File: config.mk
export PLATFORM = sky130hd
export DESIGN_NAME = control_change_sweep_sequencer_core
export DESIGN_NICKNAME = d
export VERILOG_FILES = /design/src/rtl/ccss_pkg.sv /design/src/rtl/control_change_sweep_sequencer_core.sv
export SDC_FILE = /design/constraint.sdc
export NUM_CORES = 1
export LEC_CHECK = 0
export BUFFER_PORTS_ARGS = -buffer_cell sky130_fd_sc_hd__buf_2
export CAP_MARGIN = 20
export CORE_MARGIN = 2
export CORE_UTILIZATION = 50
export DETAILED_ROUTE_END_ITERATION = 10
export PLACE_DENSITY = 0.7
export SLEW_MARGIN = 10
export SYNTH_ARGS = -nofsm -noshare
export SYNTH_HDL_FRONTEND = slang
export SYNTH_SLANG_ARGS = --single-unit
export TNS_END_PERCENT = 20
File: constraint.sdc
create_clock -name clk_i -period 3.5 [get_ports clk_i]
set_input_delay 0.35 -clock clk_i [delete_from_list [all_inputs] [get_ports clk_i]]
set_output_delay 0.35 -clock clk_i [all_outputs]
set_load 0.02 [all_outputs]
File: src/rtl/ccss_pkg.sv
// Shared constants, codes and table helpers for the controller-change sweep sequencer.
// No dependencies; imported by the core and its checker.
package ccss_pkg;

  localparam int DefTableDepth = 64;
  localparam int DefRetryTicks = 1000;

  // field widths
  localparam int CtlW    = 7;
  localparam int ValW    = 7;
  localparam int ChW     = 5;
  localparam int TicksW  = 16;
  localparam int CountW  = 7;
  localparam int KindW   = 3;
  localparam int SlotW   = 6;
  localparam int StateW  = 2;
  localparam int StatusW = 3;
  localparam int CfgIdxW = 3;
  localparam int CfgDatW = 16;

  // input kinds
  localparam logic [KindW-1:0] KIND_TICK  = 3'd0;
  localparam logic [KindW-1:0] KIND_START = 3'd1;
  localparam logic [KindW-1:0] KIND_PAUSE = 3'd2;
  localparam logic [KindW-1:0] KIND_STOP  = 3'd3;
  localparam logic [KindW-1:0] KIND_LOAD  = 3'd4;

  // sweep states
  localparam logic [StateW-1:0] ST_STOPPED = 2'd0;
  localparam logic [StateW-1:0] ST_RUNNING = 2'd1;
  localparam logic [StateW-1:0] ST_PAUSED  = 2'd2;

  // status codes
  localparam logic [StatusW-1:0] STAT_OK          = 3'd0;
  localparam logic [StatusW-1:0] STAT_BLOCKED     = 3'd1;
  localparam logic [StatusW-1:0] STAT_BAD_CHANNEL = 3'd2;
  localparam logic [StatusW-1:0] STAT_BAD_INTERVAL= 3'd3;
  localparam logic [StatusW-1:0] STAT_NO_VALUES   = 3'd4;
  localparam logic [StatusW-1:0] STAT_WAIT_LINK   = 3'd5;

  // register indexes
  localparam logic [CfgIdxW-1:0] REG_CONTROL  = 3'd0;
  localparam logic [CfgIdxW-1:0] REG_FIRST_CH = 3'd1;
  localparam logic [CfgIdxW-1:0] REG_LAST_CH  = 3'd2;
  localparam logic [CfgIdxW-1:0] REG_INTERVAL = 3'd3;
  localparam logic [CfgIdxW-1:0] REG_COUNT    = 3'd4;

  // register reset values
  localparam logic [CtlW-1:0]   RST_CONTROL  = 7'd7;
  localparam logic [ChW-1:0]    RST_FIRST_CH = 5'd1;
  localparam logic [ChW-1:0]    RST_LAST_CH  = 5'd3;
  localparam logic [TicksW-1:0] RST_INTERVAL = 16'd500;
  localparam logic [CountW-1:0] RST_COUNT    = 7'd4;

  localparam logic [ChW-1:0]    MAX_CHANNEL  = 5'd16;
  localparam logic [TicksW-1:0] INTERVAL_MIN = 16'd250;
  localparam logic [TicksW-1:0] INTERVAL_MAX = 16'd60000;

  localparam logic [CtlW-1:0] CTL_BANK_MSB = 7'd0;
  localparam logic [CtlW-1:0] CTL_DATA_MSB = 7'd6;
  localparam logic [CtlW-1:0] CTL_BANK_LSB = 7'd32;
  localparam logic [CtlW-1:0] CTL_DATA_LSB = 7'd38;
  localparam logic [CtlW-1:0] CTL_RPN_LO   = 7'd96;
  localparam logic [CtlW-1:0] CTL_RPN_HI   = 7'd101;
  localparam logic [CtlW-1:0] CTL_MODE_LO  = 7'd120;

  // controllers with a special meaning are refused at start
  function automatic logic ctl_blocked(input logic [CtlW-1:0] c);
    logic r;
    r = (c == CTL_BANK_MSB) || (c == CTL_DATA_MSB) ||
        (c == CTL_BANK_LSB) || (c == CTL_DATA_LSB) ||
        ((c >= CTL_RPN_LO) && (c <= CTL_RPN_HI)) || (c >= CTL_MODE_LO);
    return r;
  endfunction

  // table contents after reset
  function automatic logic [ValW-1:0] tbl_reset_value(input int unsigned idx);
    logic [ValW-1:0] v;
    unique case (idx)
      0:       v = 7'd1;
      1:       v = 7'd32;
      2:       v = 7'd64;
      3:       v = 7'd127;
      default: v = '0;
    endcase
    return v;
  endfunction

endpackage

File: src/rtl/control_change_sweep_sequencer_core.sv
// Controller-change sweep sequencer core: control state, value table memory, output stage.
// Depends on ccss_pkg.
//
// Usage:
//   s_axis: one word per tick or command. tuser carries the kind (tick, start,
//     pause, stop, load); tdata carries link and sink status for ticks and the
//     slot and value for table loads.
//   m_axis: exactly one result word per accepted input word, in order. tuser
//     flags an emitted message, tlast marks the message that ended the sweep.
//   cfg: register writes (index, data), always ready; write only while idle.
// Throughput: one word per cycle while m_axis_tready is high. The value table is
//   a synchronous memory read at accept; its registered read data joins the result
//   in the middle stage, and the result then sits in the output register.
// Output path: an accepted word passes the middle stage and then the output register.
// Stall: with m_axis_tready low the output word holds, one more word is taken
//   into the middle stage, then s_axis_tready drops until the sink drains.
// Reset: registers return to their reset values, the sweep is stopped and the
//   table reads its default contents through per-entry valid bits; no clearing
//   pass, words are accepted as soon as reset is released.
module control_change_sweep_sequencer_core
  import ccss_pkg::*;
#(
  parameter int TABLE_DEPTH = DefTableDepth,
  parameter int RETRY_TICKS = DefRetryTicks
) (
  input  logic                 clk_i,
  input  logic                 rst_ni,
  // input words
  input  logic                 s_axis_tvalid,
  output logic                 s_axis_tready,
  input  logic [15:0]          s_axis_tdata,  // link_connected, sink_ready, table_slot[5:0],
                                              // table_value[6:0], zero pad
  input  logic [KindW-1:0]     s_axis_tuser,  // kind[2:0]
  // result words
  output logic                 m_axis_tvalid,
  input  logic                 m_axis_tready,
  output logic [23:0]          m_axis_tdata,  // message_control[6:0], message_value[6:0],
                                              // message_channel[4:0], sweep_state[1:0],
                                              // status_code[2:0]
  output logic                 m_axis_tuser,  // message_valid
  output logic                 m_axis_tlast,  // sweep_done
  // configuration writes
  input  logic                 cfg_valid_i,
  output logic                 cfg_ready_o,
  input  logic [CfgIdxW-1:0]   cfg_index_i,
  input  logic [CfgDatW-1:0]   cfg_data_i
);

  localparam int AW = (TABLE_DEPTH > 1) ? $clog2(TABLE_DEPTH) : 1;
  localparam int CW = $clog2(TABLE_DEPTH + 1);
  localparam int EW = (CW > CountW) ? CW : CountW;
  localparam int SW = (CW > SlotW) ? CW : SlotW;
  localparam logic [EW-1:0]     DEPTH_E = EW'(TABLE_DEPTH);
  localparam logic [SW-1:0]     DEPTH_S = SW'(TABLE_DEPTH);
  localparam logic [TicksW-1:0] RETRY   = TicksW'(RETRY_TICKS);

  // input fields
  logic [KindW-1:0] kind;
  logic             link_ok, sink_ok;
  logic [SlotW-1:0] slot;
  logic [ValW-1:0]  tval;
  assign kind    = s_axis_tuser;
  assign link_ok = s_axis_tdata[0];
  assign sink_ok = s_axis_tdata[1];
  assign slot    = s_axis_tdata[7:2];
  assign tval    = s_axis_tdata[14:8];

  // configuration registers
  logic [CtlW-1:0]   control_q, control_d;
  logic [ChW-1:0]    first_q, first_d, last_q, last_d;
  logic [TicksW-1:0] interval_q, interval_d;
  logic [CountW-1:0] count_q, count_d;

  // sweep state
  logic [StateW-1:0] run_q, run_d;
  logic [AW-1:0]     pos_q, pos_d;
  logic [ChW-1:0]    ch_q, ch_d;
  logic [TicksW-1:0] ticks_q, ticks_d;
  logic              changed_q, changed_d;

  // pipeline
  logic in_acc, s1_adv;
  logic s1_v_q;
  logic s1_msg_q, s1_msg_d;
  logic s1_done_q, s1_done_d;
  logic [CtlW-1:0]    s1_ctl_q, s1_ctl_d;
  logic [ChW-1:0]     s1_ch_q, s1_ch_d;
  logic [StateW-1:0]  s1_state_q;
  logic [StatusW-1:0] s1_status_q, s1_status_d;
  logic out_v_q;
  logic [23:0] out_data_q;
  logic out_user_q, out_last_q;

  // value table
  logic [ValW-1:0]        tbl_mem [TABLE_DEPTH];
  logic [TABLE_DEPTH-1:0] tbl_vld_q;
  logic                   wr_en;
  logic [AW-1:0]          wr_addr;
  logic [ValW-1:0]        rd_data_q, rd_rst_q;
  logic                   rd_vld_q;
  logic [ValW-1:0]        msg_value;

  assign s1_adv        = s1_v_q && (!out_v_q || m_axis_tready);
  assign s_axis_tready = !s1_v_q || s1_adv;
  assign in_acc        = s_axis_tvalid && s_axis_tready;
  assign cfg_ready_o   = 1'b1;

  // sweep control
  logic [TicksW-1:0] ticks_dec;
  logic [EW-1:0]     eff_count, pos_inc;
  logic [ChW-1:0]    lim, ch_inc;
  logic [SW-1:0]     slot_ext;
  logic              slot_ok;

  always_comb begin
    ticks_dec = (ticks_q != '0) ? ticks_q - 1'b1 : '0;
    eff_count = (EW'(count_q) > DEPTH_E) ? DEPTH_E : EW'(count_q);
    pos_inc   = EW'(pos_q) + 1'b1;
    lim       = (last_q < MAX_CHANNEL) ? last_q : MAX_CHANNEL;
    ch_inc    = ch_q + 1'b1;
    slot_ext  = SW'(slot);
    slot_ok   = slot_ext < DEPTH_S;
    wr_addr   = slot_ext[AW-1:0];
  end

  always_comb begin
    run_d       = run_q;
    pos_d       = pos_q;
    ch_d        = ch_q;
    ticks_d     = ticks_q;
    changed_d   = changed_q;
    s1_msg_d    = 1'b0;
    s1_done_d   = 1'b0;
    s1_ctl_d    = '0;
    s1_ch_d     = '0;
    s1_status_d = STAT_OK;
    wr_en       = 1'b0;
    if (in_acc) begin
      unique case (kind)
        KIND_TICK: begin
          if (run_q == ST_RUNNING) begin
            ticks_d = ticks_dec;
            if (ticks_dec == '0) begin
              if (!link_ok) begin
                ticks_d     = RETRY;
                s1_status_d = STAT_WAIT_LINK;
              end else if (!sink_ok) begin
                ticks_d = RETRY;
              end else begin
                s1_msg_d = 1'b1;
                s1_ctl_d = control_q;
                s1_ch_d  = ch_q;
                ticks_d  = interval_q;
                pos_d    = pos_inc[AW-1:0];
                if (pos_inc >= eff_count) begin
                  pos_d = '0;
                  ch_d  = ch_inc;
                  if (ch_inc == '0 || ch_inc > lim) begin
                    run_d     = ST_STOPPED;
                    s1_done_d = 1'b1;
                  end
                end
              end
            end
          end
        end
        KIND_START: begin
          priority if (run_q == ST_PAUSED && !changed_q) begin
            run_d   = ST_RUNNING;
            ticks_d = '0;
          end else if (ctl_blocked(control_q)) begin
            s1_status_d = STAT_BLOCKED;
          end else if (first_q == '0 || first_q > MAX_CHANNEL ||
                       last_q < first_q || last_q > MAX_CHANNEL) begin
            s1_status_d = STAT_BAD_CHANNEL;
          end else if (interval_q < INTERVAL_MIN || interval_q > INTERVAL_MAX) begin
            s1_status_d = STAT_BAD_INTERVAL;
          end else if (count_q == '0) begin
            s1_status_d = STAT_NO_VALUES;
          end else begin
            changed_d = 1'b0;
            ch_d      = first_q;
            pos_d     = '0;
            ticks_d   = '0;
            run_d     = ST_RUNNING;
          end
        end
        KIND_PAUSE: begin
          if (run_q == ST_RUNNING) run_d = ST_PAUSED;
        end
        KIND_STOP: begin
          run_d = ST_STOPPED;
          pos_d = '0;
          ch_d  = first_q;
        end
        KIND_LOAD: begin
          wr_en     = slot_ok;
          changed_d = 1'b1;
        end
        default: ;
      endcase
    end
    if (cfg_valid_i && cfg_index_i <= REG_COUNT) changed_d = 1'b1;
  end

  always_comb begin
    control_d  = control_q;
    first_d    = first_q;
    last_d     = last_q;
    interval_d = interval_q;
    count_d    = count_q;
    if (cfg_valid_i) begin
      unique case (cfg_index_i)
        REG_CONTROL:  control_d  = cfg_data_i[CtlW-1:0];
        REG_FIRST_CH: first_d    = cfg_data_i[ChW-1:0];
        REG_LAST_CH:  last_d     = cfg_data_i[ChW-1:0];
        REG_INTERVAL: interval_d = cfg_data_i[TicksW-1:0];
        REG_COUNT:    count_d    = cfg_data_i[CountW-1:0];
        default: ;
      endcase
    end
  end

  always_ff @(posedge clk_i or negedge rst_ni) begin
    if (!rst_ni) begin
      control_q  <= RST_CONTROL;
      first_q    <= RST_FIRST_CH;
      last_q     <= RST_LAST_CH;
      interval_q <= RST_INTERVAL;
      count_q    <= RST_COUNT;
      run_q      <= ST_STOPPED;
      pos_q      <= '0;
      ch_q       <= ChW'(1);
      ticks_q    <= '0;
      changed_q  <= 1'b0;
      tbl_vld_q  <= '0;
      s1_v_q     <= 1'b0;
      out_v_q    <= 1'b0;
    end else begin
      control_q  <= control_d;
      first_q    <= first_d;
      last_q     <= last_d;
      interval_q <= interval_d;
      count_q    <= count_d;
      run_q      <= run_d;
      pos_q      <= pos_d;
      ch_q       <= ch_d;
      ticks_q    <= ticks_d;
      changed_q  <= changed_d;
      if (wr_en) tbl_vld_q[wr_addr] <= 1'b1;
      if (in_acc)      s1_v_q <= 1'b1;
      else if (s1_adv) s1_v_q <= 1'b0;
      if (s1_adv)             out_v_q <= 1'b1;
      else if (m_axis_tready) out_v_q <= 1'b0;
    end
  end

  // table memory: write on load, read the current position on every accepted word;
  // read data holds until the next accept, which keeps it aligned with the middle stage
  always_ff @(posedge clk_i) begin
    if (wr_en) tbl_mem[wr_addr] <= tval;
    if (in_acc) begin
      rd_data_q <= tbl_mem[pos_q];
      rd_vld_q  <= tbl_vld_q[pos_q];
      rd_rst_q  <= tbl_reset_value(int'(pos_q));
    end
  end

  always_ff @(posedge clk_i) begin
    if (in_acc) begin
      s1_msg_q    <= s1_msg_d;
      s1_done_q   <= s1_done_d;
      s1_ctl_q    <= s1_ctl_d;
      s1_ch_q     <= s1_ch_d;
      s1_state_q  <= run_d;
      s1_status_q <= s1_status_d;
    end
  end

  assign msg_value = !s1_msg_q ? '0 : (rd_vld_q ? rd_data_q : rd_rst_q);

  always_ff @(posedge clk_i) begin
    if (s1_adv) begin
      out_data_q <= {s1_status_q, s1_state_q, s1_ch_q, msg_value, s1_ctl_q};
      out_user_q <= s1_msg_q;
      out_last_q <= s1_done_q;
    end
  end

  assign m_axis_tvalid = out_v_q;
  assign m_axis_tdata  = out_data_q;
  assign m_axis_tuser  = out_user_q;
  assign m_axis_tlast  = out_last_q;

endmodule

==> reports/results.ini <==
[cts]
post-cts-setup-buffers=0
cts-root-to-sink-buffers=3
cts_buffers=61
clock_sinks=641
tritoncts_clock_tree=yes
h-tree-depth=2
clock_transition_at_the_register_clock_pins_on_the_worst_setup_and_hold_paths_after_cts_ns=0.06
clk_latency_ns=0.63
cts-root-buf=sky130_fd_sc_hd__clkbuf_16

[pwr]
share_of_total_power_in_the_clock_network=0.319
net-switching-power_uw=5670
power_leakage_uw=0.0106
p_comb_frac=0.246
power_density_nw_per_um2=686
sw_frac_of_total=0.277
intPower_uw=14800
power.share.sequential=0.435
worst_ir_drop_vdd_mv=0.455

[grt]
grt_antenna_before_repair=1
grt_first_pass_wirelength_mm=85.3
number_of_global_route_vias_before_repair=13700
grt.total_usage=0.212
grt_remaining_overflow=0
grt_max_degree=111

[synth]
synth.avg_cell_area_um2=18.3
synth_most_common_cell=sky130_fd_sc_hd__edfxtp_1
synth.ff_latch_count=641
number_of_nets_in_the_synthesized_netlist=1496
post_synth_arst_share=0.212
number_of_synthesized_flops_with_an_enable_pin=505
yosysSeqAreaShare=0.710
synth_cell_types=71
synthesis.yosys.warnings=0
postSynth.topFlopCell=sky130_fd_sc_hd__edfxtp_1
yosys.area.top_type_share=0.579
post_synth_instance_area_um2=26200
synth.largest_area_cell=sky130_fd_sc_hd__edfxtp_1
synth.top_cells.by_area=sky130_fd_sc_hd__edfxtp_1, sky130_fd_sc_hd__mux4_2, sky130_fd_sc_hd__dfrtp_1
synthesis.instances=1430
ys_top_cells_by_count=sky130_fd_sc_hd__edfxtp_1, sky130_fd_sc_hd__mux4_2, sky130_fd_sc_hd__dfrtp_1

[cells_and_area]
final_cell_area_um2=29800
fillCellCount=3777
final_net_count=1629
drive_above_1_share=0.317
final_cells=2296
antenna_cells=0
ff_latch_area_um2=18600
area_growth_syn_to_layout_pct=13.8
area_taken_by_multi_input_logic_gates_um2=7270

[detailed_routing]
routed-via-count=13600
initialDrtViolationCount=1259
route.detailed.vias_per_inst=5.92
post_detailed_route_drc_marker_count=0
post_drt_wl_per_cell_um=24.4
wirelength_mm=56.1
detail-route-antenna-nets=0
dr.pass1.iters=5

[placement]
routabilityCongestion=0.877
dp.final_hpwl_mm=35.4
dpl_cell_area_um2=27500
setup_slack_after_placement_ns=0.105
numPortBuffers=69
dp.cells=2161

[sta]
timing_hold_violations_final=0
tns_ns=0
worst_hold_slack_ns=0.0299
fin_crit_ns=3.25
unrepaired_setup_endpoints_after_global_routing=no
fmax_mhz=307
final_critical_path_setup_slack_ns=0.246
worst_slew_margin_rel=0.341
finalCritPeriodShare=0.930
report.final.setup_viol=0
number_of_pins_exceeding_their_max_slew_limit_in_the_final_report=0
fin_worst_skew_ns=0.0151
worst-slew-pin-transition_ns=0.986

[critical_path]
worst_ep_arrival_time_ns=3.82
crit_chain=or4_4, nor4_1, xnor2_1, nand2_1, o41ai_4, nand3_2, buf_4, nor2_4, a221o_1
critical_path_buf_inv_count=1
highest_net_fanout_along_the_worst_path=8
setup.worst_path.class=flop to flop
worstPathRequired_ns=4.06
crit_family=simple AND/OR/NAND/NOR gates
sort_of_element_at_the_start_of_the_critical_path=flop
critical_path.slowest_cell=sky130_fd_sc_hd__or4_4
crit_path_end_kind=flop
critical-path-max-stage-delay_ns=0.60

[outcome]
outcome=complete, no violations

[min_path]
path_class_of_the_lowest_slack_min_delay_path=primary input to flop

[floorplan]
core_region_area_um2=51500
row_count=83
fp.dieH_um=233
floorplan.initialDensity=0.508
ios=72
floorplan.die.width_um=233
dieArea_um2=54200

[job]
max_cap_viol_count=0

-- cells by family (layout without fill, tap and decap cells) --
family | count (synthesis) | after routing | share of synthesized area
AOI/OAI and AO/OA | 107 | 107 | 0.0287
other | 1 | 1 | 0.000143
DFF | 641 | 641 | 0.710
muxes | 214 | 214 | 0.164
buffers and inverters | 79 | 265 | 0.0125
and+or+nand+nor | 351 | 351 | 0.0687
xor gates and xnor gates | 14 | 14 | 0.00469
adders and majority gates | 23 | 23 | 0.0110
-- per-stage QoR --
| step | utilization | total power [µW] |
|---|---|---|
| floorplan | - | 12400 |
| global placement | 0.534 | 14000 |
| detailed placement | 0.534 | 14100 |
| CTS | 0.575 | 20600 |
| global route | 0.578 | 21300 |
| finish | 0.578 | 20400 |
-- per-layer routing --
metal  global-route usage  share of wire  vias up
li1                     -              -     5934
met2                0.336           0.48      508
met3               0.0425          0.079       79
met1                0.306           0.42     7079
met5                    0        0.00023        -
met4               0.0549          0.021        2
-- final timing paths --
check / from / cells after the start / endpoint / slack (ns)
worst max-delay path: ticks_q[6] / 9 / ticks_q[0] / 0.25
worst min-delay path: cfg_data_i[5] / 2 / interval_q[5] / 0.03
worst max register to register: ticks_q[6] / 9 / ticks_q[0] / 0.25
worst min register to register: s1_ctl_q[1] / 0 / m_axis_tdata[1] / 0.42
max in group asynchronous: rst_ni / 3 / ch_q[0] / 2.43
min in group asynchronous: rst_ni / 2 / tbl_vld_q[22] / 0.25
-- sequential cells by signal (all words and copies together), names as in the netlist, 2 cells and up --
signal	flops
tbl_mem	448
tbl_vld_q	64
m_axis_tdata	24
interval_q	16
ticks_q	16
control_q	7
count_q	7
rd_data_q	7
s1_ctl_q	7
pos_q	6
ch_q	5
first_q	5
last_q	5
s1_ch_q	5
rd_rst_q	4
s1_status_q	3
run_q	2
s1_state_q	2
-- layout by cell type, fill, tap and decap left out, types with 14 or more instances in the layout --
cell type,netlist,routed
sky130_fd_sc_hd__mux4_2,168,168
sky130_fd_sc_hd__nand3_1,18,18
sky130_fd_sc_hd__clkbuf_1,35,15
sky130_fd_sc_hd__clkinv_1,0,14
sky130_fd_sc_hd__o21ai_0,33,33
sky130_fd_sc_hd__mux2_2,41,41
sky130_fd_sc_hd__ha_1,23,23
sky130_fd_sc_hd__nor3_1,19,19
sky130_fd_sc_hd__nand2_1,62,62
sky130_fd_sc_hd__dfstp_2,14,14
sky130_fd_sc_hd__or2_2,65,65
sky130_fd_sc_hd__clkbuf_16,0,62
sky130_fd_sc_hd__dfrtp_1,122,119
sky130_fd_sc_hd__buf_4,1,40
sky130_fd_sc_hd__inv_1,17,17
sky130_fd_sc_hd__edfxtp_1,505,505
sky130_fd_sc_hd__buf_2,3,66
sky130_fd_sc_hd__and2_1,14,14
sky130_fd_sc_hd__nor2_1,101,101
-- layout make-up --
type	count	area share
Sequential cell	641	0.624
Multi-Input combinational cell	710	0.244
Clock buffer	82	0.0563
Timing Repair Buffer	132	0.0341
Tap cell	680	0.0286
Clock inverter	34	0.0104
Inverter	17	0.00214
-- power by group through the flow --
stage	Clock (µW)	Combinational, µW	Sequential (µW)
after CTS	6610	5060	8900
after global routing	6930	5400	8940
after global placement	0	4950	9040
after detailed placement	0	5030	9060
after floorplan	0	3520	8910
final	6510	5030	8900
-- worst register-to-register path, stage by stage, from the launching register on --
cell	delay (ns)
sky130_fd_sc_hd__dfrtp_1	0.45
sky130_fd_sc_hd__or4_4	0.61
sky130_fd_sc_hd__nor4_1	0.35
sky130_fd_sc_hd__xnor2_1	0.20
sky130_fd_sc_hd__nand2_1	0.13
sky130_fd_sc_hd__o41ai_4	0.59
sky130_fd_sc_hd__nand3_2	0.27
sky130_fd_sc_hd__buf_4	0.24
sky130_fd_sc_hd__nor2_4	0.19
sky130_fd_sc_hd__a221o_1	0.18
-- what timing repair did --
action | CTS | global route
setup endpoints to repair | 0 | 29
hold endpoints to repair | 62 | 0
hold buffers | 13 | 0
gates resized for setup | 0 | 1
No activity file was read; power rests on OpenSTA's default activity.
